--- config.mk ---
export PLATFORM = sky130hd
export DESIGN_NAME = lsh_ram
export DESIGN_NICKNAME = d
export VERILOG_FILES = /design/src/sv/laplacian_sharpen_3x3_unit_defines.svh /design/src/sv/lsh_ram.sv
export SDC_FILE = /design/constraint.sdc
export NUM_CORES = 1
export LEC_CHECK = 0
export BUFFER_PORTS_ARGS = -buffer_cell sky130_fd_sc_hd__buf_4
export CORE_MARGIN = 3
export CORE_UTILIZATION = 65
export CTS_CLUSTER_SIZE = 40
export DETAILED_ROUTE_END_ITERATION = 8
export PLACE_DENSITY = 0.84
export SYNTH_ARGS = -nofsm -noshare
export SYNTH_HDL_FRONTEND = slang
export SYNTH_SLANG_ARGS = --single-unit
--- constraint.sdc ---
create_clock -name clk -period 4.35 [get_ports clk]
set_input_delay 0.435 -clock clk [delete_from_list [all_inputs] [get_ports clk]]
set_output_delay 0.435 -clock clk [all_outputs]
set_load 0.03 [all_outputs]
--- src/sv/laplacian_sharpen_3x3_unit_defines.svh ---
// Assertion macros shared by the sharpening filter RTL.
`ifndef LAPLACIAN_SHARPEN_3X3_UNIT_DEFINES_SVH
`define LAPLACIAN_SHARPEN_3X3_UNIT_DEFINES_SVH

// Same-cycle implication, ignored while in reset.
`define LSH_ASSERT_IMP(label, clk, rst, ante, cons) \
  label: assert property (@(posedge clk) disable iff (rst) (ante) |-> (cons)) \
    else $error("implication check failed");

// Next-cycle implication, ignored while in reset.
`define LSH_ASSERT_NXT(label, clk, rst, ante, cons) \
  label: assert property (@(posedge clk) disable iff (rst) (ante) |=> (cons)) \
    else $error("next-cycle check failed");

`endif

--- src/sv/lsh_ram.sv ---
// Simple dual-port RAM, one write and one registered read port.
module lsh_ram #(
  parameter int WIDTH = 8,
  parameter int DEPTH = 16
) (
  input  logic                                       clk,
  input  logic                                       wr_en,
  input  logic [((DEPTH > 1) ? $clog2(DEPTH) : 1)-1:0] wr_addr,
  input  logic [WIDTH-1:0]                           wr_data,
  input  logic                                       rd_en,
  input  logic [((DEPTH > 1) ? $clog2(DEPTH) : 1)-1:0] rd_addr,
  output logic [WIDTH-1:0]                           rd_data
);

  logic [WIDTH-1:0] mem [DEPTH];

  always_ff @(posedge clk) begin
    if (wr_en) begin
      mem[wr_addr] <= wr_data;
    end
    if (rd_en) begin
      rd_data <= mem[rd_addr];
    end
  end

endmodule

; ---- Word-level counts from Yosys, hierarchy flattened
; Memory sizes are Yosys's and may differ from the RTL's. A register that Yosys moved wholly into a read port is not among the register bits.
; Cells that the tools add are included.
[op_classes]
mux = 2
[op_table]
columns = op, n
row1 = $mux 1, 2
[totals]
elab_cells = 3
output_inout_bits = 8
ramBits = 128
regBits = 0
input_bits = 19
n_memories = 1
[mem_list]
columns = name, depth, width, read_ports, rd_clocked_by_memory_dff, wr, line
row1 = mem, 16, 8, 1, 1, 1, lsh_ram.sv:15  ; logic [WIDTH-1:0] mem [DEPTH];

; ---- Logic depth before layout (Yosys ltp)
[depth]
word_depth = 2
depth_mapped = 5

; ---- Worst setup path after synthesis
; Ideal clock, no wire load.
[synth_path]
path_kind = input to register
startpoint = input port wr_addr[2] (netlist name)
endpoint = memory mem[0][0] (enable)
setup_time_ps = 383
required_ps = 3967
path_stages = 2
n_path_buf = 0
slack_ps = 2422
t_arrival_ps = 1545
cell_sequence = or3b_2 > nor3_1
[synth_lines]
columns = item, line
row1 = start: declaration, lsh_ram.sv:8  ; input logic [((DEPTH > 1) ? $clog2(DEPTH) : 1)-1:0] wr_addr,
row2 = end: declaration, lsh_ram.sv:15
; No word-level cell before the write port.

; ---- Final worst setup path
[layout_path]
startpoint = input port wr_addr[2] (netlist name)
endpoint = memory mem[0][0] (enable)
; No word-level cell before the write port.

==> summary.md <==
| Metric | Value |
|---|---|
| Post-DP HPWL | about 5500 um |
| Placement Rows | 32 |
| DR pass1 iterations | 4 |
| Reg2reg end | rd_data[3] |
| Remaining routing DRC violations | 0 |
| Final period utilization | 0.408 |
| Hold Path End | rd_data[1] |
| Max Cap Violations | 0 |
| Starting Density | 0.673 |
| Arrival @ worst endpoint | between 1.5 and 2 ns |
| Total grt overflow | 0 |
| Worst hold path class | in2reg |
| Most common flop cell mapped by yosys | edfxtp_1 |
| Die W | 95.7 um |
| Hold path cells | 1 |
| Cell with the most instances after synthesis | edfxtp_1 |
| Clk sink count | about 140 |
| Avg Cell Area, Syn | approximately 23 um2 |
| Via count | between 2000 and 2500 |
| Routability cong. | between 0.7 and 0.8 |
| Synth cell types | 18 |
| Origin of the critical flop-to-flop path | mem[1][3] |
| Critical path type | in2reg |
| Outcome | finished, final reports clean |
| Fmax | around 560 MHz |
| Htree depth | 4 |
| Static leakage | a little over 0.002 uW |
| Synth area leader | edfxtp_1 |
| Antenna diodes | 0 |
| Critical Path RT | around 4.5 ns |
| Syn. warnings | 0 |
| Fillers | 410 |
| Synthesized instance count | 229 |
| Setup Skew | approximately 0.0063 ns |
| Post-synthesis mux area share | 0.148 |
| Sequential fraction of the synthesis area | 0.781 |
| Clock buffer depth | 2 |
| CP Launch Type | primary input |
| Post-CTS sizing | 0 |
| Fin cells | around 380 |
| Placement Cell Area | between 0.005 and 0.006 mm2 |
| Final cell area excluding filler cells | between 0.006 and 0.007 mm2 |
| Die ar. | 0.00915 mm2 |
| Post-synth EDFFs | ~140 |
| Top cells by area, synth | edfxtp_1, mux4_2, mux4_1 |
| Hold Crit Start | rd_en |
| Port Buffers | 26 |
| Area fraction of the dominant cell type after synthesis | 0.781 |
| Root Buffer | clkbuf_8 |
| CTS Hold Bufs | 0 |
| Max Slew Vio Count | 0 |
| Cts bufs inserted | 17 |
| Simple-Gate Fraction of Synth Area | 0.0314 |
| Routed Antenna Nets | 0 |
| Initial antenna violation count | 0 |
| R2R Setup Slk | between 2 and 3 ns |
| Most frequent cells after synthesis | edfxtp_1, mux4_2, a22oi_1, mux4_1, nor2_1 |
| Post-CTS Setup Inserts | 0 |
| Largest net degree at the start of global routing | 33 |
| Slowest stage delay, CP | 0.83 ns |
| PwrDens | 501 mW/mm2 |
| Seq cells post-synth | 136 |
| Async SR Flop Fraction | 0 |
| Mapped Area | 0.00523 mm2 |
| Delay-heaviest family, CP | simple AND/OR/NAND/NOR gates |
| Cell Chain, Critical Path | buf_4 > or3b_2 > nor3_1 |
| Final setup vio count | 0 |
| Worst slew pin tran | about 1.1 ns |
| CTS tree | yes |
| Xor/xnor share of the synthesized area | 0 |
| Clock Latency Late Sink | around 0.52 ns |
| Via density | ~6.5 |
| Post-synthesis compound-gate area fraction | 0.0230 |
| Initial DRC Count | about 290 |
| Synthesis-to-finish area growth | 16.3% |
| Largest family of logic cells by synthesized area | multiplexers |
| Routed WL per cell | ~26 um |
| Final #Nets | 286 |
| Maximum vdd drop | 0.413 mV |
| Gr usage total | 0.243 |
| Num ports | 27 |
| Worst-path clk slew | about 0.06 ns |
| RSZ-0062 raised after global routing | no |
| Core box area | 0.00777 mm2 |
| Worst Path Buf+Inv | 1 |
| DIE HEIGHT | between 90 and 100 um |
| Sum of negative setup slack | 0 ns |
| Total power | between 3000 and 4000 uW |
| Layout cells sized above 1 | 0.282 |
| First-pass GRT wire length | between 10000 and 15000 um |
| Mapped Nets | ~250 |
| Vias in the first global route | approximately 2500 |
| Post-Synth Adder-Cell Area | 0 |
| Hold Vio Cnt, Final | 0 |
| Peak fanout along the critical path | 8 |
| Critical Path Sink Type | flop |
| Final wirelength | 9880 um |
| Slowest cell on the critical path | nor3_1 |
| Fin crit period | ~1.8 ns |
| R2R depth | 3 |
| Placed instance count | 350 |
| Max-slew headroom | 0.285 |
worst reg2reg max path, cell delays in order, from the launching register on:
cell	delay (ns)
edfxtp_1	0.36
mux4_1	0.53
a22oi_1	0.31
nand2_1	0.10
how the worst max path moves through the flow:
stage / startpoint / endpoint / slack (ns) / cells after the start
3_3_place_gp: rd_addr[0] / rd_data[4] / 2.14 / 4
2_1_floorplan: wr_addr[2] / mem[0][0] / 2.42 / 2
4_1_cts: wr_addr[2] / mem[0][0] / 2.59 / 3
6_report: wr_addr[2] / mem[0][0] / 2.58 / 3
3_5_place_dp: wr_addr[2] / mem[0][1] / 2.09 / 3
5_1_grt: wr_addr[2] / mem[0][0] / 2.50 / 3
metal layers:
layer | global-route usage | part of all wire | vias up
li1 | - | - | 1062
met3 | 0.0884 | 0.093 | 22
met4 | 0.105 | 0.020 | 0
met5 | 0 | 0 | -
met2 | 0.349 | 0.48 | 136
met1 | 0.341 | 0.40 | 1275
cell usage in the layout (no fill, tap or decap):
cell	synthesis	layout
inv_6	0	3
edfxtp_1	136	136
mux4_2	18	18
nand3b_1	2	2
and2b_1	1	1
nand2_1	9	9
nand3_1	1	1
clkinv_2	0	2
clkbuf_1	0	1
buf_4	1	29
clkbuf_8	0	1
and2_1	1	1
nor2b_1	1	1
mux4_1	14	14
clkinvlp_4	0	5
or3b_2	1	1
a22oi_1	16	16
clkbuf_16	0	16
bufinv_16	0	3
nand2b_1	2	2
nor3_1	4	4
clkinv_4	0	1
nor2_1	13	13
power breakdown:
part | internal (uW) | switching (uW)
clock | 876 | 534
sequential | 1480 | 8.74
combinational | 59.5 | 87.1
total | 2410 | 630
cell families after synthesis:
family	count (synthesis)
buffers and inverters	10
DFF	136
muxes	32
and+or+nand+nor	35
AOI/OAI and AO/OA	16
per-stage QoR:
step	setup WS (ns)	util	hold WS, ns
after floorplan	2.42	-	0.534
after global placement	2.14	0.706	0.729
after detailed placement	2.09	0.706	0.737
after CTS	2.59	0.782	0.207
after global routing	2.50	0.782	0.204
final	2.58	0.782	0.222
state kept, by name (all words and copies together) (netlist names):
signal	cells
rd_data	8
mem	128
layout make-up:
cell class,instances,area (um2),share of cell area
repair buffers,29,218,0.0358
clock inverters,14,173,0.0284
clock buffers,18,418,0.0688
well taps,102,128,0.0210
flip-flops and latches,136,4080,0.672
multi-input cells,83,1060,0.174
(Power assumes the default switching activity.)
