$ cat src/sv/laplacian_sharpen_3x3_unit_defines.svh
// Assertion macros shared by the sharpening filter RTL.
`ifndef LAPLACIAN_SHARPEN_3X3_UNIT_DEFINES_SVH
`define LAPLACIAN_SHARPEN_3X3_UNIT_DEFINES_SVH

// Same-cycle implication, ignored while in reset.
`define LSH_ASSERT_IMP(label, clk, rst, ante, cons) \
  label: assert property (@(posedge clk) disable iff (rst) (ante) |-> (cons)) \
    else $error("implication check failed");

// Next-cycle implication, ignored while in reset.
`define LSH_ASSERT_NXT(label, clk, rst, ante, cons) \
  label: assert property (@(posedge clk) disable iff (rst) (ante) |=> (cons)) \
    else $error("next-cycle check failed");

`endif

$ cat src/sv/lsh_pkg.sv
// Shared types and constants of the 3x3 Laplacian sharpening filter.
package lsh_pkg;

  localparam int DEF_MAX_LINE_SAMPLES = 8192;
  localparam int DEF_MAX_CHANNELS     = 4;

  localparam int SAMPLE_W    = 8;
  localparam int CFG_INDEX_W = 2;
  localparam int CFG_DATA_W  = 13;
  localparam int WIDTH_REG_W = 12;
  localparam int CHAN_REG_W  = 3;
  localparam int HGT_REG_W   = 13;
  localparam int ROW_W       = 12;

  // register indexes
  localparam logic [CFG_INDEX_W-1:0] REG_WIDTH    = 2'd0;
  localparam logic [CFG_INDEX_W-1:0] REG_CHANNELS = 2'd1;
  localparam logic [CFG_INDEX_W-1:0] REG_HEIGHT   = 2'd2;

  localparam logic [WIDTH_REG_W-1:0] WIDTH_RESET  = 12'd640;
  localparam logic [CHAN_REG_W-1:0]  CHAN_RESET   = 3'd3;
  localparam logic [HGT_REG_W-1:0]   HEIGHT_RESET = 13'd480;

  localparam logic [WIDTH_REG_W-1:0] WIDTH_MIN  = 12'd3;
  localparam logic [WIDTH_REG_W-1:0] WIDTH_MAX  = 12'd2048;
  localparam logic [HGT_REG_W-1:0]   HEIGHT_MIN = 13'd3;
  localparam logic [HGT_REG_W-1:0]   HEIGHT_MAX = 13'd4096;

  // neighbourhood of one cross stencil
  typedef struct packed {
    logic [SAMPLE_W-1:0] mid;
    logic [SAMPLE_W-1:0] left;
    logic [SAMPLE_W-1:0] right;
    logic [SAMPLE_W-1:0] up;
    logic [SAMPLE_W-1:0] down;
  } taps_t;

endpackage

$ cat src/sv/lsh_kernel.sv
// Cross Laplacian kernel: 5*mid - neighbours, clamped, with border bypass.
module lsh_kernel (
  input  lsh_pkg::taps_t                 taps,
  input  logic                           on_border,
  output logic [lsh_pkg::SAMPLE_W-1:0]   result
);

  logic [10:0]        five_mid;
  logic [9:0]         nb_sum;
  logic signed [11:0] acc;

  always_comb begin
    five_mid = {1'b0, taps.mid, 2'b00} + {3'b000, taps.mid};
    nb_sum   = {2'b00, taps.left} + {2'b00, taps.right}
             + {2'b00, taps.up} + {2'b00, taps.down};
    acc      = signed'({1'b0, five_mid}) - signed'({2'b00, nb_sum});
    if (on_border) begin
      result = taps.mid;
    end else if (acc < 0) begin
      result = '0;
    end else if (acc > 12'sd255) begin
      result = '1;
    end else begin
      result = acc[7:0];
    end
  end

endmodule

$ cat config.mk
export PLATFORM = sky130hd
export DESIGN_NAME = lsh_kernel
export DESIGN_NICKNAME = d
export VERILOG_FILES = /design/src/sv/laplacian_sharpen_3x3_unit_defines.svh /design/src/sv/lsh_pkg.sv /design/src/sv/lsh_kernel.sv
export SDC_FILE = /design/constraint.sdc
export NUM_CORES = 1
export LEC_CHECK = 0
export BUFFER_PORTS_ARGS = -buffer_cell sky130_fd_sc_hd__buf_2
export CORE_UTILIZATION = 40
export DETAILED_ROUTE_END_ITERATION = 10
export PLACE_DENSITY = 0.64
export SYNTH_ARGS = -nofsm -noshare
export SYNTH_HDL_FRONTEND = slang
export SYNTH_SLANG_ARGS = --single-unit
$ cat constraint.sdc
create_clock -name vclk -period 7.12
set_input_delay 1.424 -clock vclk [all_inputs]
set_output_delay 1.424 -clock vclk [all_outputs]
set_load 0.1 [all_outputs]
**After elaboration in Yosys (flattened, before gate mapping)**

Index checks and enable logic that the tools add are counted.

- $lt $le $gt $ge: 2
- Muxes and demuxes: 3
- Add/subtract/negate cells: 5

Operator list:

| cell | number |
|---|---|
| $mux 8 | 3 |
| $gt 12x9->1 const B | 1 |
| $lt 12x1->1 const B | 1 |
| $sub 11x10->12 | 1 |
| $add 10x8->11 | 1 |
| $add 10x8->10 | 1 |
| $add 9x8->10 | 1 |
| $add 8x8->9 | 1 |

- Logic and storage cells: 10
- Register bits after elaboration: 0
- Bits of input ports: 41
- Output and inout port bits: 8

**Logic depth before layout (Yosys ltp)**

- Depth after elaboration: 8
- Mapped depth: 15

**Least setup slack after synthesis**

No wires, ideal clock.

- Path type: in2out
- Start point: input taps[1] in the netlist's numbering
- End point: output result[0] in the netlist's numbering
- Cell stages on the path: 13
- Slack: -0.503 ns
- Arrival time: 6.199 ns
- Cells stage by stage: inv_1 -> fa_1 -> fa_1 -> inv_1 -> fa_1 -> inv_1 -> fa_1 -> a211o_1 -> a221o_1 -> a22o_2 -> o211ai_4 -> a211oi_1 -> o21ai_1

- Word-level cells in the longest chain between the ends: 6
- Elaborated cells between the ends (all ways): 7

Ends and longest elaborated chain:

| element | line | RTL |
|---|---|---|
| start, declared | lsh_kernel.sv:3 | `input lsh_pkg::taps_t taps,` |
| $add 10x8->10 (*) | lsh_kernel.sv:15 | `+ {2'b00, taps.up} + {2'b00, taps.down};` |
| $sub 11x10->12 (*) | lsh_kernel.sv:16 | `acc = signed'({1'b0, five_mid}) - signed'({2'b00, nb_sum});` |
| $gt 12x9->1 | lsh_kernel.sv:21 | `end else if (acc > 12'sd255) begin` |
| $mux 8 | lsh_kernel.sv:21 |  |
| $mux 8 (*) | lsh_kernel.sv:19 | `end else if (acc < 0) begin` |
| $mux 8 (*) | lsh_kernel.sv:17 | `if (on_border) begin` |
| end, declared | lsh_kernel.sv:5 | `output logic [lsh_pkg::SAMPLE_W-1:0] result` |

Mark *: on every way between the ends. The rest lies on a longest branch, timed or not.

**Worst setup path in the final report**

- Start point: input taps[14] in the netlist's numbering
- End point: output result[7] in the netlist's numbering

- Word-level cells in the longest chain between the ends: 7
- Elaborated cells between the ends (all ways): 8

Ends and longest elaborated chain:

| element | line |
|---|---|
| $add 9x8->10 (*) | lsh_kernel.sv:15 |
| $add 10x8->10 (*) | lsh_kernel.sv:15 |
| $sub 11x10->12 (*) | lsh_kernel.sv:16 |
| $gt 12x9->1 | lsh_kernel.sv:21 |
| $mux 8 | lsh_kernel.sv:21 |
| $mux 8 (*) | lsh_kernel.sv:19 |
| $mux 8 (*) | lsh_kernel.sv:17 |

Marks and branches as above.

==> summary.txt <==
Placement
  – Buffers on Ports: about 50
  – Final Wtd Congestion: ~0.85
  – Half-perimeter wire length after placement: between 2000 and 3000 um

Status
  – Outcome: finished, final reports clean

Setup path
  – Crit-path max cell delay: 540 ps
  – Critical path type: input pin to primary output
  – CP Max Fanout: 8
  – Crit. path cell count: 15
  – Worst Path Buf+Inv: 5
  – CP cell instances: buf_2 -> inv_1 -> fa_1 -> inv_1 -> fa_1 -> fa_1 -> inv_1 -> ha_1 -> a21o_1 -> and3_1 -> a211o_1 -> or3_1 -> a221oi_2 -> o21ai_2 -> buf_12
  – CP top delay family: adder cells
  – Worst setup path end: result[7]
  – CP arrival: 5450 ps
  – Critical Path Start Type: input pin
  – Crit path launch: taps[14]
  – Crit-path slowest cell: fa_1
  – CP Capture Type: primary output
  – Required @ worst endpoint: 5700 ps

Synth
  – Synthesized area per cell: between 8 and 9 sq um
  – Post-Syn Area: roughly 0.0016 sq mm
  – Count leader, synth: inv_1
  – Post-synth top area share: 38.4%
  – Synth unique cells: 30
  – Post-Synth Simple-Gate Area: 6.33%
  – Synth cell count leaders: 72 x inv_1, 30 x fa_1, 15 x ha_1, 10 x nand2_1
  – Mux share of post-synthesis cell area: 0.641%
  – Sequential area share after synthesis: 0%
  – Post-synthesis compound-gate area fraction: about a fifth
  – Largest family of logic cells by synthesized area: adder cells
  – Adder and majority gate portion of the synthesized area: 50.4%
  – Post-synth net total: 276
  – Yosys top cell by area: fa_1
  – Synthesis warning total: 0
  – Post-Synth XOR/XNOR Area: under 10%
  – Top post-synthesis cells by area: fa_1 38%, inv_1 17%, ha_1 12%
  – Post-synthesis cell count: 190

Routing
  – Starting DRT DRC Count: 9
  – Via count: 1343
  – DRT Pass-1 Iters: 4
  – DRC errors left: 0
  – Wire per inst: 10.7 um
  – Via density per instance: between 4 and 5
  – Detail Route Antenna Nets: 0
  – Detailed Route WL: 3060 um

STA
  – Final period util: between 90% and 100%
  – Max Freq: 0.145 GHz
  – Max-slew violations: 0
  – Min Clock Period, post-route: about 7000 ps
  – Final Hold Vio Count: 0
  – Final setup viols: 0
  – Min Hold Slack: 3280 ps
  – RSZ-0062 raised after global routing: no
  – Normalized max-slew margin: 69.8%
  – Setup TNS: 0 ps
  – Worst Max-Slew Pin Slew: 453 ps

Global routing
  – Total track usage: roughly 16%
  – Initial antenna violation count: 0
  – First-pass GRT wire length: 5590 um
  – Vias in the first global route: between 1000 and 1500
  – GRT overflow: 0
  – Pin count of the biggest net entering global routing: 10

Finish
  – Seq cells: 0
  – Synth-to-Final Area Change: 31.1%
  – Share of layout cells above drive strength 1: 30.3%
  – Clkbuf count: 0
  – FF+latch area: 0 sq um
  – Nets: 326
  – Ant diodes: 0

Die
  – Die Area: around 0.0042 sq mm
  – Core area: approximately 0.0037 sq mm
  – Chip height: 64.5 um
  – Total I/O pin count: 49
  – # rows: 22
  – Die X: 64.5 um
  – Starting Density: ~42%

Job
  – Max-cap violations: 0

Pwr
  – VDD IR max: 0.000262 V
  – PD cells: ~340 mW/mm^2
  – Leakage: 1.16 nW

Min path
  – Min-delay worst type: input pin to primary output
[worst min path at each step]
stage,end,start,slack [ps],cells past startpoint
2_1_floorplan,result[0],taps[32],3200,2
3_3_place_gp,result[4],taps[36],3270,4
3_5_place_dp,result[2],taps[34],3270,4
4_1_cts,result[2],taps[34],3270,4
5_1_grt,result[4],taps[36],3290,4
6_report,result[7],taps[39],3280,4
[layout by cell type, fill, tap and decap left out]
cell type / count
o21ai_2: 9
xnor2_1: 4
nor2_1: 3
a221o_1: 1
nand4_1: 2
a2111o_1: 1
o211ai_4: 1
nand2_1: 10
a211o_1: 3
buf_12: 8
fa_1: 29
o21ai_0: 3
ha_1: 15
xor2_1: 3
a21oi_1: 6
inv_1: 72
a21o_2: 1
buf_2: 41
a211oi_1: 1
or3_1: 3
fa_2: 1
a311oi_2: 1
a21o_1: 3
mux2i_1: 1
a22o_2: 1
o211a_1: 1
and3_1: 3
a211oi_2: 7
buf_4: 1
o21bai_1: 1
a221oi_2: 1
o21a_1: 1
[metrics by stage]
step,power (mW),area [sq um],util [%],setup slack [ps],cells
final,0.699,2050,55.1,242,286
after global routing,0.769,2050,55.1,66.3,286
after CTS,0.666,2010,54.1,109,286
after detailed placement,0.663,2010,54.1,112,286
after global placement,0.661,2010,54.1,154,286
after floorplan,0.511,1590,-,18.9,190
[cell families (layout without fill, tap and decap cells)]
group / count (synthesis) / after routing
buf+inv: 74 / 122
fa+ha+maj: 45 / 45
compound gates: 42 / 42
simple gates: 21 / 21
xor+xnor: 7 / 7
mux: 1 / 1
[cell type report]
cell class	count	area [sq um]
fillers	356	1670
multi-input cells	116	1350
repair buffers	50	373
inverters	72	270
well taps	48	60.1
[power by group]
group	switching, mW	internal (mW)
logic	0.427	0.273
clock network	0	0
registers	0	0
total	0.427	0.273
[layer usage]
layer	global-route usage, %	wire (um)	vias to the layer above
met3	0.176	97	0
met5	0	0	-
met4	0.278	0	0
li1	-	-	689
met2	29.9	1520	28
met1	21.8	1430	626
[repair_timing]
item                                    in CTS  in global routing
gates resized for setup                      0                  8
endpoints found under the hold margin        0                  0
endpoints found under the setup margin       0                  8
hold buffers                                 0                  0
setup buffers                                0                  0
(Power assumes the default switching activity.)
